### src/rtl/rscd_pkg.sv
// Package for the range scan character decoder.
// Holds the line and holdback constants, register indexes and shared types.
`timescale 1ns / 1ps

package rscd_pkg;

  localparam int LINE_DATA_BYTES = 64;
  localparam int HOLDBACK_DEPTH  = 3;

  localparam int LINE_LENGTH = LINE_DATA_BYTES + 2;
  localparam int POS_W       = $clog2(LINE_LENGTH);
  localparam int FILL_W      = $clog2(HOLDBACK_DEPTH + 1);

  localparam int CHAR_W   = 8;
  localparam int DIGIT_W  = 6;
  localparam int VALUE_W  = 18;
  localparam int DIST_W   = 19;
  localparam int COUNT_W  = 11;
  localparam int CFG_IDX_W = 1;

  localparam logic [CHAR_W-1:0]  CHAR_SPACE  = 8'h20;
  localparam logic [CHAR_W-1:0]  DIGIT_BASE  = 8'h30;
  localparam logic [VALUE_W-1:0] NEAR_RESET  = 18'd20;
  localparam logic [VALUE_W-1:0] FAR_RESET   = 18'd8000;
  localparam logic [COUNT_W-1:0] COUNT_MAX   = '1;

  localparam logic [CFG_IDX_W-1:0] REG_NEAR_LIMIT = 1'd0;
  localparam logic [CFG_IDX_W-1:0] REG_FAR_LIMIT  = 1'd1;

  typedef struct packed {
    logic [VALUE_W-1:0] near_limit;
    logic [VALUE_W-1:0] far_limit;
  } rscd_limits_t;

  typedef struct packed {
    logic               valid;
    logic               done;
    logic [VALUE_W-1:0] value;
    logic [COUNT_W-1:0] count;
  } rscd_item_t;

endpackage

### src/rtl/range_scan_char_decoder.sv
// Top level of the range scan character decoder.
// Holds the limit registers and joins rscd_gather and rscd_limit. Uses rscd_pkg.
//
//   channel  signals                                  direction
//   input    in_valid, in_stall, in_byte, is_last      byte in, stall out
//   output   out_valid, out_stall, distance,           item out, stall in
//            scan_done, point_count
//   config   cfg_write, cfg_index, cfg_data            write only
//
// One byte is taken in every cycle while in_stall is low.
// The pipeline is the gather register followed by the output register.
// Both stages move together whenever the output register is empty or being taken.
// Reset clears the scan state and loads the limits with 20 and 8000.
`timescale 1ns / 1ps

module range_scan_char_decoder (
  input  logic                                 clk,
  input  logic                                 rst,
  input  logic                                 in_valid,
  output logic                                 in_stall,
  input  logic [rscd_pkg::CHAR_W-1:0]          in_byte,
  input  logic                                 is_last,
  output logic                                 out_valid,
  input  logic                                 out_stall,
  output logic signed [rscd_pkg::DIST_W-1:0]   distance,
  output logic                                 scan_done,
  output logic [rscd_pkg::COUNT_W-1:0]         point_count,
  input  logic                                 cfg_write,
  input  logic [rscd_pkg::CFG_IDX_W-1:0]       cfg_index,
  input  logic [rscd_pkg::VALUE_W-1:0]         cfg_data
);
  import rscd_pkg::*;

  rscd_limits_t limits;
  rscd_item_t   item;
  logic         advance;
  logic         accept;

  assign advance = !(out_valid && out_stall);
  assign in_stall = !advance;
  assign accept = in_valid && advance;

  always_ff @(posedge clk) begin
    if (rst) begin
      limits.near_limit <= NEAR_RESET;
      limits.far_limit <= FAR_RESET;
    end else if (cfg_write) begin
      case (cfg_index)
        REG_NEAR_LIMIT: limits.near_limit <= cfg_data;
        REG_FAR_LIMIT:  limits.far_limit <= cfg_data;
        default: begin
        end
      endcase
    end
  end

  rscd_gather u_gather (
    .clk     (clk),
    .rst     (rst),
    .advance (advance),
    .accept  (accept),
    .in_byte (in_byte),
    .is_last (is_last),
    .item    (item)
  );

  rscd_limit u_limit (
    .clk         (clk),
    .rst         (rst),
    .advance     (advance),
    .item        (item),
    .limits      (limits),
    .out_valid   (out_valid),
    .distance    (distance),
    .scan_done   (scan_done),
    .point_count (point_count)
  );

endmodule

### src/rtl/rscd_gather.sv
// Line position tracking, character holdback and digit gathering.
// Produces at most one registered raw value or end-of-scan item per accepted byte. Uses rscd_pkg.
`timescale 1ns / 1ps

module rscd_gather (
  input  logic                      clk,
  input  logic                      rst,
  input  logic                      advance,
  input  logic                      accept,
  input  logic [rscd_pkg::CHAR_W-1:0] in_byte,
  input  logic                      is_last,
  output rscd_pkg::rscd_item_t      item
);
  import rscd_pkg::*;

  logic [POS_W-1:0]   line_position, line_position_next;
  logic [CHAR_W-1:0]  holdback_chars [HOLDBACK_DEPTH];
  logic [CHAR_W-1:0]  holdback_chars_next [HOLDBACK_DEPTH];
  logic [FILL_W-1:0]  holdback_fill, holdback_fill_next;
  logic [1:0]         digit_index, digit_index_next;
  logic [VALUE_W-1:0] partial_value, partial_value_next;
  logic [COUNT_W-1:0] points_so_far, points_so_far_next;
  rscd_item_t         item_next;
  logic [CHAR_W-1:0]  offset_char;
  logic [VALUE_W-1:0] shifted_value;

  always_comb begin
    line_position_next = line_position;
    holdback_chars_next = holdback_chars;
    holdback_fill_next = holdback_fill;
    digit_index_next = digit_index;
    partial_value_next = partial_value;
    points_so_far_next = points_so_far;
    item_next = '0;
    offset_char = holdback_chars[0] - DIGIT_BASE;
    shifted_value = {partial_value[VALUE_W-DIGIT_W-1:0], offset_char[DIGIT_W-1:0]};

    if (accept) begin
      if (is_last) begin
        item_next.valid = 1'b1;
        item_next.done = 1'b1;
        item_next.count = points_so_far;
        line_position_next = '0;
        for (int k = 0; k < HOLDBACK_DEPTH; k++) begin
          holdback_chars_next[k] = '0;
        end
        holdback_fill_next = '0;
        digit_index_next = '0;
        partial_value_next = '0;
        points_so_far_next = '0;
      end else begin
        if (line_position == POS_W'(LINE_LENGTH - 1)) begin
          line_position_next = '0;
        end else begin
          line_position_next = line_position + 1'b1;
        end
        if (line_position < POS_W'(LINE_DATA_BYTES) && in_byte != CHAR_SPACE) begin
          if (holdback_fill < FILL_W'(HOLDBACK_DEPTH)) begin
            for (int k = 0; k < HOLDBACK_DEPTH; k++) begin
              if (holdback_fill == FILL_W'(k)) begin
                holdback_chars_next[k] = in_byte;
              end
            end
            holdback_fill_next = holdback_fill + 1'b1;
          end else begin
            for (int k = 0; k < HOLDBACK_DEPTH - 1; k++) begin
              holdback_chars_next[k] = holdback_chars[k + 1];
            end
            holdback_chars_next[HOLDBACK_DEPTH - 1] = in_byte;
            if (digit_index < 2'd2) begin
              digit_index_next = digit_index + 1'b1;
              partial_value_next = shifted_value;
            end else begin
              item_next.valid = 1'b1;
              item_next.value = shifted_value;
              digit_index_next = '0;
              partial_value_next = '0;
              if (points_so_far != COUNT_MAX) begin
                points_so_far_next = points_so_far + 1'b1;
              end
            end
          end
        end
      end
    end
  end

  always_ff @(posedge clk) begin
    if (rst) begin
      line_position <= '0;
      for (int k = 0; k < HOLDBACK_DEPTH; k++) begin
        holdback_chars[k] <= '0;
      end
      holdback_fill <= '0;
      digit_index <= '0;
      partial_value <= '0;
      points_so_far <= '0;
    end else begin
      line_position <= line_position_next;
      holdback_chars <= holdback_chars_next;
      holdback_fill <= holdback_fill_next;
      digit_index <= digit_index_next;
      partial_value <= partial_value_next;
      points_so_far <= points_so_far_next;
    end
  end

  always_ff @(posedge clk) begin
    if (rst) begin
      item <= '0;
    end else if (advance) begin
      item <= item_next;
    end
  end

endmodule

### src/rtl/rscd_limit.sv
// Range limiting of a raw value and the output register.
// Takes items from rscd_gather and the limits from the top level. Uses rscd_pkg.
`timescale 1ns / 1ps

module rscd_limit (
  input  logic                                clk,
  input  logic                                rst,
  input  logic                                advance,
  input  rscd_pkg::rscd_item_t                item,
  input  rscd_pkg::rscd_limits_t              limits,
  output logic                                out_valid,
  output logic signed [rscd_pkg::DIST_W-1:0]  distance,
  output logic                                scan_done,
  output logic [rscd_pkg::COUNT_W-1:0]        point_count
);
  import rscd_pkg::*;

  logic signed [DIST_W-1:0] distance_next;

  always_comb begin
    if (item.done) begin
      distance_next = '0;
    end else if (item.value == '0) begin
      distance_next = DIST_W'(limits.far_limit);
    end else if (item.value < limits.near_limit) begin
      distance_next = '1;
    end else if (item.value > limits.far_limit) begin
      distance_next = DIST_W'(limits.far_limit);
    end else begin
      distance_next = DIST_W'(item.value);
    end
  end

  always_ff @(posedge clk) begin
    if (rst) begin
      out_valid <= 1'b0;
    end else if (advance) begin
      out_valid <= item.valid;
    end
  end

  always_ff @(posedge clk) begin
    if (advance) begin
      distance <= distance_next;
      scan_done <= item.done;
      point_count <= item.done ? item.count : '0;
    end
  end

endmodule
### config.mk
export PLATFORM = sky130hd
export DESIGN_NAME = range_scan_char_decoder
export DESIGN_NICKNAME = d
export VERILOG_FILES = /design/src/rtl/rscd_pkg.sv /design/src/rtl/range_scan_char_decoder.sv /design/src/rtl/rscd_gather.sv /design/src/rtl/rscd_limit.sv
export SDC_FILE = /design/constraint.sdc
export NUM_CORES = 1
export LEC_CHECK = 0
export BUFFER_PORTS_ARGS = -buffer_cell sky130_fd_sc_hd__buf_2
export CORE_MARGIN = 2
export CORE_UTILIZATION = 40
export CTS_CLUSTER_SIZE = 28
export DETAILED_ROUTE_END_ITERATION = 10
export HOLD_SLACK_MARGIN = 0.15
export PLACE_DENSITY = 0.63
export SLEW_MARGIN = 20
export SYNTH_ARGS = -nofsm -noshare
export SYNTH_HDL_FRONTEND = slang
export SYNTH_SLANG_ARGS = --single-unit
### constraint.sdc
create_clock -name clk -period 2.75 [get_ports clk]
set_input_delay 0.275 -clock clk [delete_from_list [all_inputs] [get_ports clk]]
set_output_delay 0.275 -clock clk [all_outputs]
set_load 0.02 [all_outputs]
# Word-level counts from Yosys, hierarchy flattened

Index checks and enable logic that the tools add are counted.

Register bits after elaboration: 153
Bits of input ports: 33
Output and inout port bits: 33
Logic and storage cells: 96

$add $sub $neg: 5
Order comparisons: 5
Equal/unequal tests: 10
Muxes and demuxes: 38
Bitwise operators: 1
Reductions and logical operators: 18

Operator list:

| kind                                          | number |
|---|---|
| 2-to-1 mux 18 bit                             | 6 |
| 2-to-1 mux 11 bit                             | 6 |
| 2-to-1 mux 22 bit                             | 3 |
| 2-to-1 mux 12 bit                             | 4 |
| 2-to-1 mux 31 bit                             | 1 |
| 2-to-1 mux 19 bit                             | 1 |
| > comparator 18 bit                           | 1 |
| zero test 18 bit                              | 1 |
| < comparator 18 bit                           | 1 |
| 2-to-1 mux 8 bit                              | 2 |
| AND reduction 3 bit                           | 5 |
| 2-to-1 mux 2 bit                              | 7 |
| 2-to-1 mux 7 bit                              | 2 |
| adder 11 x 1 -> 11 bit, second input constant | 1 |
| != test 11 bit, second input constant         | 1 |
| != test 3 bit, second input constant          | 3 |
| != test 8 x 6 -> 1 bit, second input constant | 1 |
| adder 7 x 1 -> 7 bit, second input constant   | 1 |
| equality test 7 bit, second input constant    | 1 |
| < comparator 7 bit, second input constant     | 1 |
| 2-to-1 mux 6 bit                              | 1 |
| nonzero test 2 bit                            | 3 |
| subtractor 6 bit, second input constant       | 1 |
| 2-to-1 mux 1 bit                              | 5 |
| other kinds (12)                              | 18 |

# Logic depth before layout (Yosys ltp)

Depth in word-level cells: 6
Gate-level depth with buffers: 9
Depth with buffers taken out: 8

# By module

Synthesis repeated with hierarchy kept, for this count alone.

Cells, all modules: 827
Area total of the unflattened synthesis: 7943.9 um^2

By module, submodules not included:

| module                  | times used | cells each | area an instance (um^2) |
|---|---|---|---|
| rscd_gather             | 1          | 400        | 3701.0 |
| rscd_limit              | 1          | 278        | 2678.8 |
| range_scan_char_decoder | 1          | 149        | 1564.0 |

# Worst setup path after synthesis

No wires, ideal clock.

Path kind: reg2reg
From: reg u_limit.out_valid
To: reg u_gather.line_position[5]
Arrival: 2.373 ns
Required time: 2.680 ns
Slack: 0.306 ns
Cell stages (with the launch flop): 7
Path buffers: 1
Period minus slack after synthesis: 2.444 ns
Cells stage by stage: dfxtp_1 > nand2_1 > nand2_2 > or3_1 > buf_2 > or3_1 > a21oi_1

Cells in the longest elaborated chain, start to end: 3

Ends and longest elaborated chain:

| what                     | RTL line                      | source |
|---|---|---|
| start: declaration       | rscd_limit.sv:11              | `output logic out_valid,` |
| start signal: assignment | rscd_limit.sv:38              | `out_valid <= item.valid;` |
| logical AND 1 bit        | range_scan_char_decoder.sv:39 | `assign advance = !(out_valid && out_stall);` |
| zero test 1 bit          | range_scan_char_decoder.sv:39 |  |
| logical AND 1 bit        | range_scan_char_decoder.sv:41 | `assign accept = in_valid && advance;` |
| end signal: assignment   | rscd_gather.sv:99             | `line_position <= line_position_next;` |
| end: declaration         | rscd_gather.sv:16             | `logic [POS_W-1:0] line_position, line_position_next;` |

Every way passes these cells.
A chain may end at the register's enable or synchronous reset.

# Final worst setup path

From: reg, netlist name u_gather.item[16]
To: reg u_limit.distance[9] in the netlist's numbering (data pin)

Cells in the longest elaborated chain, start to end: 4
Elaborated cells between the ends (all ways): 6
Those cells by class: order compare (2); mux (3); reduce/logical (1)

Ends and longest elaborated chain:

| what                   | RTL line         | source |
|---|---|---|
| > comparator 18 bit    | rscd_limit.sv:27 | `end else if (item.value > limits.far_limit) begin` |
| 2-to-1 mux 18 bit      | rscd_limit.sv:27 |  |
| 2-to-1 mux 19 bit      | rscd_limit.sv:25 | `end else if (item.value < limits.near_limit) begin` |
| 2-to-1 mux 18 bit *    | rscd_limit.sv:23 | `end else if (item.value == '0) begin` |
| end signal: assignment | rscd_limit.sv:44 | `distance <= distance_next;` |
| end: declaration       | rscd_limit.sv:12 | `output logic signed [rscd_pkg::DIST_W-1:0] distance,` |

Every way passes the cells marked *; elsewhere a longest branch is shown, timed or not.

==> metrics.md <==
| Metric | Value |
|---|---|
| Worst EP arrival | `2.55 ns` |
| Initial core utilization | `0.405` |
| Site Rows | `49` |
| Die X | `138 µm` |
| Period utilisation layout | `0.880` |
| CP Capture Type | `flip-flop` |
| Unrepaired setup endpoints after global routing | `no` |
| Yosys warns | `0` |
| Clk slew on worst S/H paths | `0.06 ns` |
| GPL Wtd Cong | `0.810` |
| Syn Nets | `876` |
| Clock buffer depth | `2` |
| Global-route wire length before repair | `27600 µm` |
| Hpwl dp | `11400 µm` |
| # setup viols final | `0` |
| Io pins | `66` |
| Final #Nets | `955` |
| Worst R2R Path Depth | `8` |
| Clock buffers created by TritonCTS | `17` |
| Crit path kind | `reg2reg` |
| Leak | `3.46 nW` |
| Fraction of layout cells with a size suffix above 1 | `0.158` |
| Core Footprint | `17800 µm²` |
| Fillers | `1697` |
| Top cells by area, synth | `dfxtp_1 (33%), edfxtp_1 (13%), ha_1 (7.3%)` |
| Status | `finished clean` |
| Die H | `138 µm` |
| Worst slew pin tran | `0.812 ns` |
| Reg area | `3330 µm²` |
| Multi-input logic area | `3510 µm²` |
| Drt first pass iters | `5` |
| H-tree depth | `4` |
| Number of synthesized flops with an enable pin | `31` |
| Seq/Total Area, Yosys | `0.461` |
| Total Negative Setup Slacks | `0 ns` |
| Clock root cell | `clkbuf_16` |
| Crit-path slowest cell | `dfxtp_1` |
| Final hold vios | `0` |
| Achievable Freq | `0.413 GHz` |
| Post-synthesis instance total | `801` |
| Vias per cell | `5.20` |
| Slew HR | `0.456` |
| GRT Total Usage | `0.175` |
| Pwr Total | `0.00506 W` |
| Maximum VDD drop | `0.462 mV` |
| Area growth, synth to finish | `18.6%` |
| Pwr/cell area | `591 nW/µm²` |
| DR iter-0 viols | `321` |
| Synth Register Bits | `151` |
| Largest net degree at the start of global routing | `64` |
| Gr ovfl total | `0` |
| PortBufs | `65` |
| Sinks on the clock net | `151` |
| Tightest Hold Check Type | `in2reg` |
| Worst clock skew | `0.0101 ns` |
| Pins over their slew limit | `0` |
| # DRC | `0` |
| Netlist cell types | `60` |
| Startpoint types | `flip-flop` |
| Asr flop ratio synth | `0` |
| CTS tree | `yes` |
| Die area | `19200 µm²` |
| Drt wl/cell | `14.8 µm` |
| Antenna violations before repair | `0` |
| MaxCap Viol Count | `0` |
| Post-CTS Setup Bufs | `0` |
| Hold path cells | `3` |
| Synth cell count leaders | `nand2_1 (128), dfxtp_1 (120), a21oi_1 (81)` |
| Worst Path Max Fanout | `18` |
| Syn Area/Cell | `9.02 µm²` |
| Number of global-route vias before repair | `5449` |
| Post-Route Utilization | `0.481` |
| Max stage delay on crit path | `0.44 ns` |
| Fin crit period | `2.42 ns` |
| Synthesized area | `7230 µm²` |
| Routed Antenna Nets | `0` |
| Clk_lat worst skew | `0.43 ns` |
| Vias | `5831` |
| Synth Flop Type | `dfxtp_1` |
| Area share of the largest cell type after synthesis | `0.332` |
| Critical path required time | `2.88 ns` |
| Worst-path cell chain | `ha_1, a21oi_1, o21ai_1, a2111oi_2, o22ai_2, nor2_4, buf_4, o221ai_1` |
| N_diodes | `0` |
| Overall routed net length | `16600 µm` |
| Most common cell in the netlist | `nand2_1` |
| Synth area leader | `dfxtp_1` |
## per-stage QoR
step / setup slack [ns] / hold WS, ns / cells / area [µm²]
2_1_floorplan: 0.306 / 0.393 / 801 / 7230
3_3_place_gp: 0.392 / 0.439 / 1068 / 7770
3_5_place_dp: 0.339 / 0.446 / 1068 / 7770
4_1_cts: 0.327 / 0.152 / 1121 / 8570
5_1_grt: 0.193 / 0.167 / 1121 / 8570
6_report: 0.331 / 0.158 / 1121 / 8570
## placed cells by master (no fill, tap or decap), drive strengths merged, types with 2 or more instances in the layout
| master | instances |
|---|---|
| nor2 | 63 |
| a2111oi | 2 |
| nor2b | 4 |
| nand2b | 38 |
| a21o | 7 |
| inv | 49 |
| nand3 | 21 |
| xor2 | 7 |
| a211o | 15 |
| a22oi | 31 |
| o22ai | 2 |
| o21bai | 3 |
| nor4 | 6 |
| o221ai | 18 |
| and2 | 15 |
| nand3b | 12 |
| edfxtp | 31 |
| nand4b | 2 |
| o21a | 2 |
| a211oi | 4 |
| bufinv | 2 |
| clkinvlp | 4 |
| a21oi | 81 |
| clkbuf | 19 |
| nor3b | 2 |
| and3 | 5 |
| clkinv | 5 |
| o21ai | 12 |
| or3 | 5 |
| nand4 | 10 |
| buf | 83 |
| nand2 | 129 |
| dfxtp | 120 |
| ha | 42 |
| nor4b | 3 |
| dlygate4sd3 | 22 |
| and4 | 5 |
## power breakdown
part	switching, W	internal (W)	total [W]	leakage [nW]
logic	0.000250	0.000159	0.000409	1.85
clock network	0.000919	0.00137	0.00229	0.277
registers	0.0000356	0.00233	0.00236	1.33
total	0.00120	0.00386	0.00506	3.46
## routing by layer
layer  global-route usage  up-vias  wire length (µm)
li1                     -     2966                 -
met1                0.244     2731              8140
met2                0.273      116              7600
met3               0.0326       18               576
met4               0.0650        0               274
met5                    0        -                 0
## cell type report
| class | instances | area share |
|---|---|---|
| clock inverter | 12 | 0.0149 |
| sequential | 151 | 0.389 |
| clock buffer | 19 | 0.0528 |
| inverter | 48 | 0.0210 |
| multi-input combinational | 557 | 0.409 |
| tap | 229 | 0.0334 |
| timing repair buffer | 105 | 0.0797 |
## kinds of logic (layout without fill, tap and decap cells)
logic type / count (synthesis) / in the layout / share of synthesized area
compound gates: 182 / 182 / 0.178
xor+xnor: 8 / 8 / 0.00969
simple gates: 324 / 324 / 0.224
flops: 151 / 151 / 0.461
fa+ha+maj: 42 / 42 / 0.0727
mux: 1 / 1 / 0.00138
buf+inv: 93 / 184 / 0.0533
## flip-flops by register name, summed over array words and instances, names as in the netlist, 7 cells and up
register / count
u_gather.item: 31
u_gather.points_so_far: 11
limits: 36
u_limit.distance: 19
u_gather.holdback_chars: 18
u_gather.partial_value: 12
u_gather.line_position: 7
u_limit.point_count: 11
## path summary, 6_finish.rpt
path                                       startpoint                                       end  slack [ns]
min reg2reg  u_gather.holdback_chars[12]$_SDFFE_PP0P_  u_gather.holdback_chars[12]$_SDFFE_PP0P_        0.45
max                    u_gather.item[16]$_SDFFE_PP0N_         u_limit.distance[9]$_SDFFCE_PP0N_        0.33
min                                        in_byte[4]   u_gather.holdback_chars[4]$_SDFFE_PP0P_        0.16
max reg2reg            u_gather.item[16]$_SDFFE_PP0N_         u_limit.distance[9]$_SDFFCE_PP0N_        0.33
## what timing repair did
item / in CTS / in global routing
hold buffers: 22 / 0
endpoints found under the setup margin: 0 / 0
gates resized for setup: 0 / 0
endpoints found under the hold margin: 40 / 0
## critical path, delay by kind of cell (launching register included)
family	cells	cell delay, ns
simple gates	1	0.10
flops	1	0.44
fa+ha+maj	1	0.30
buf+inv	1	0.27
compound gates	5	1.01
No activity file was read; power rests on OpenSTA's default activity.
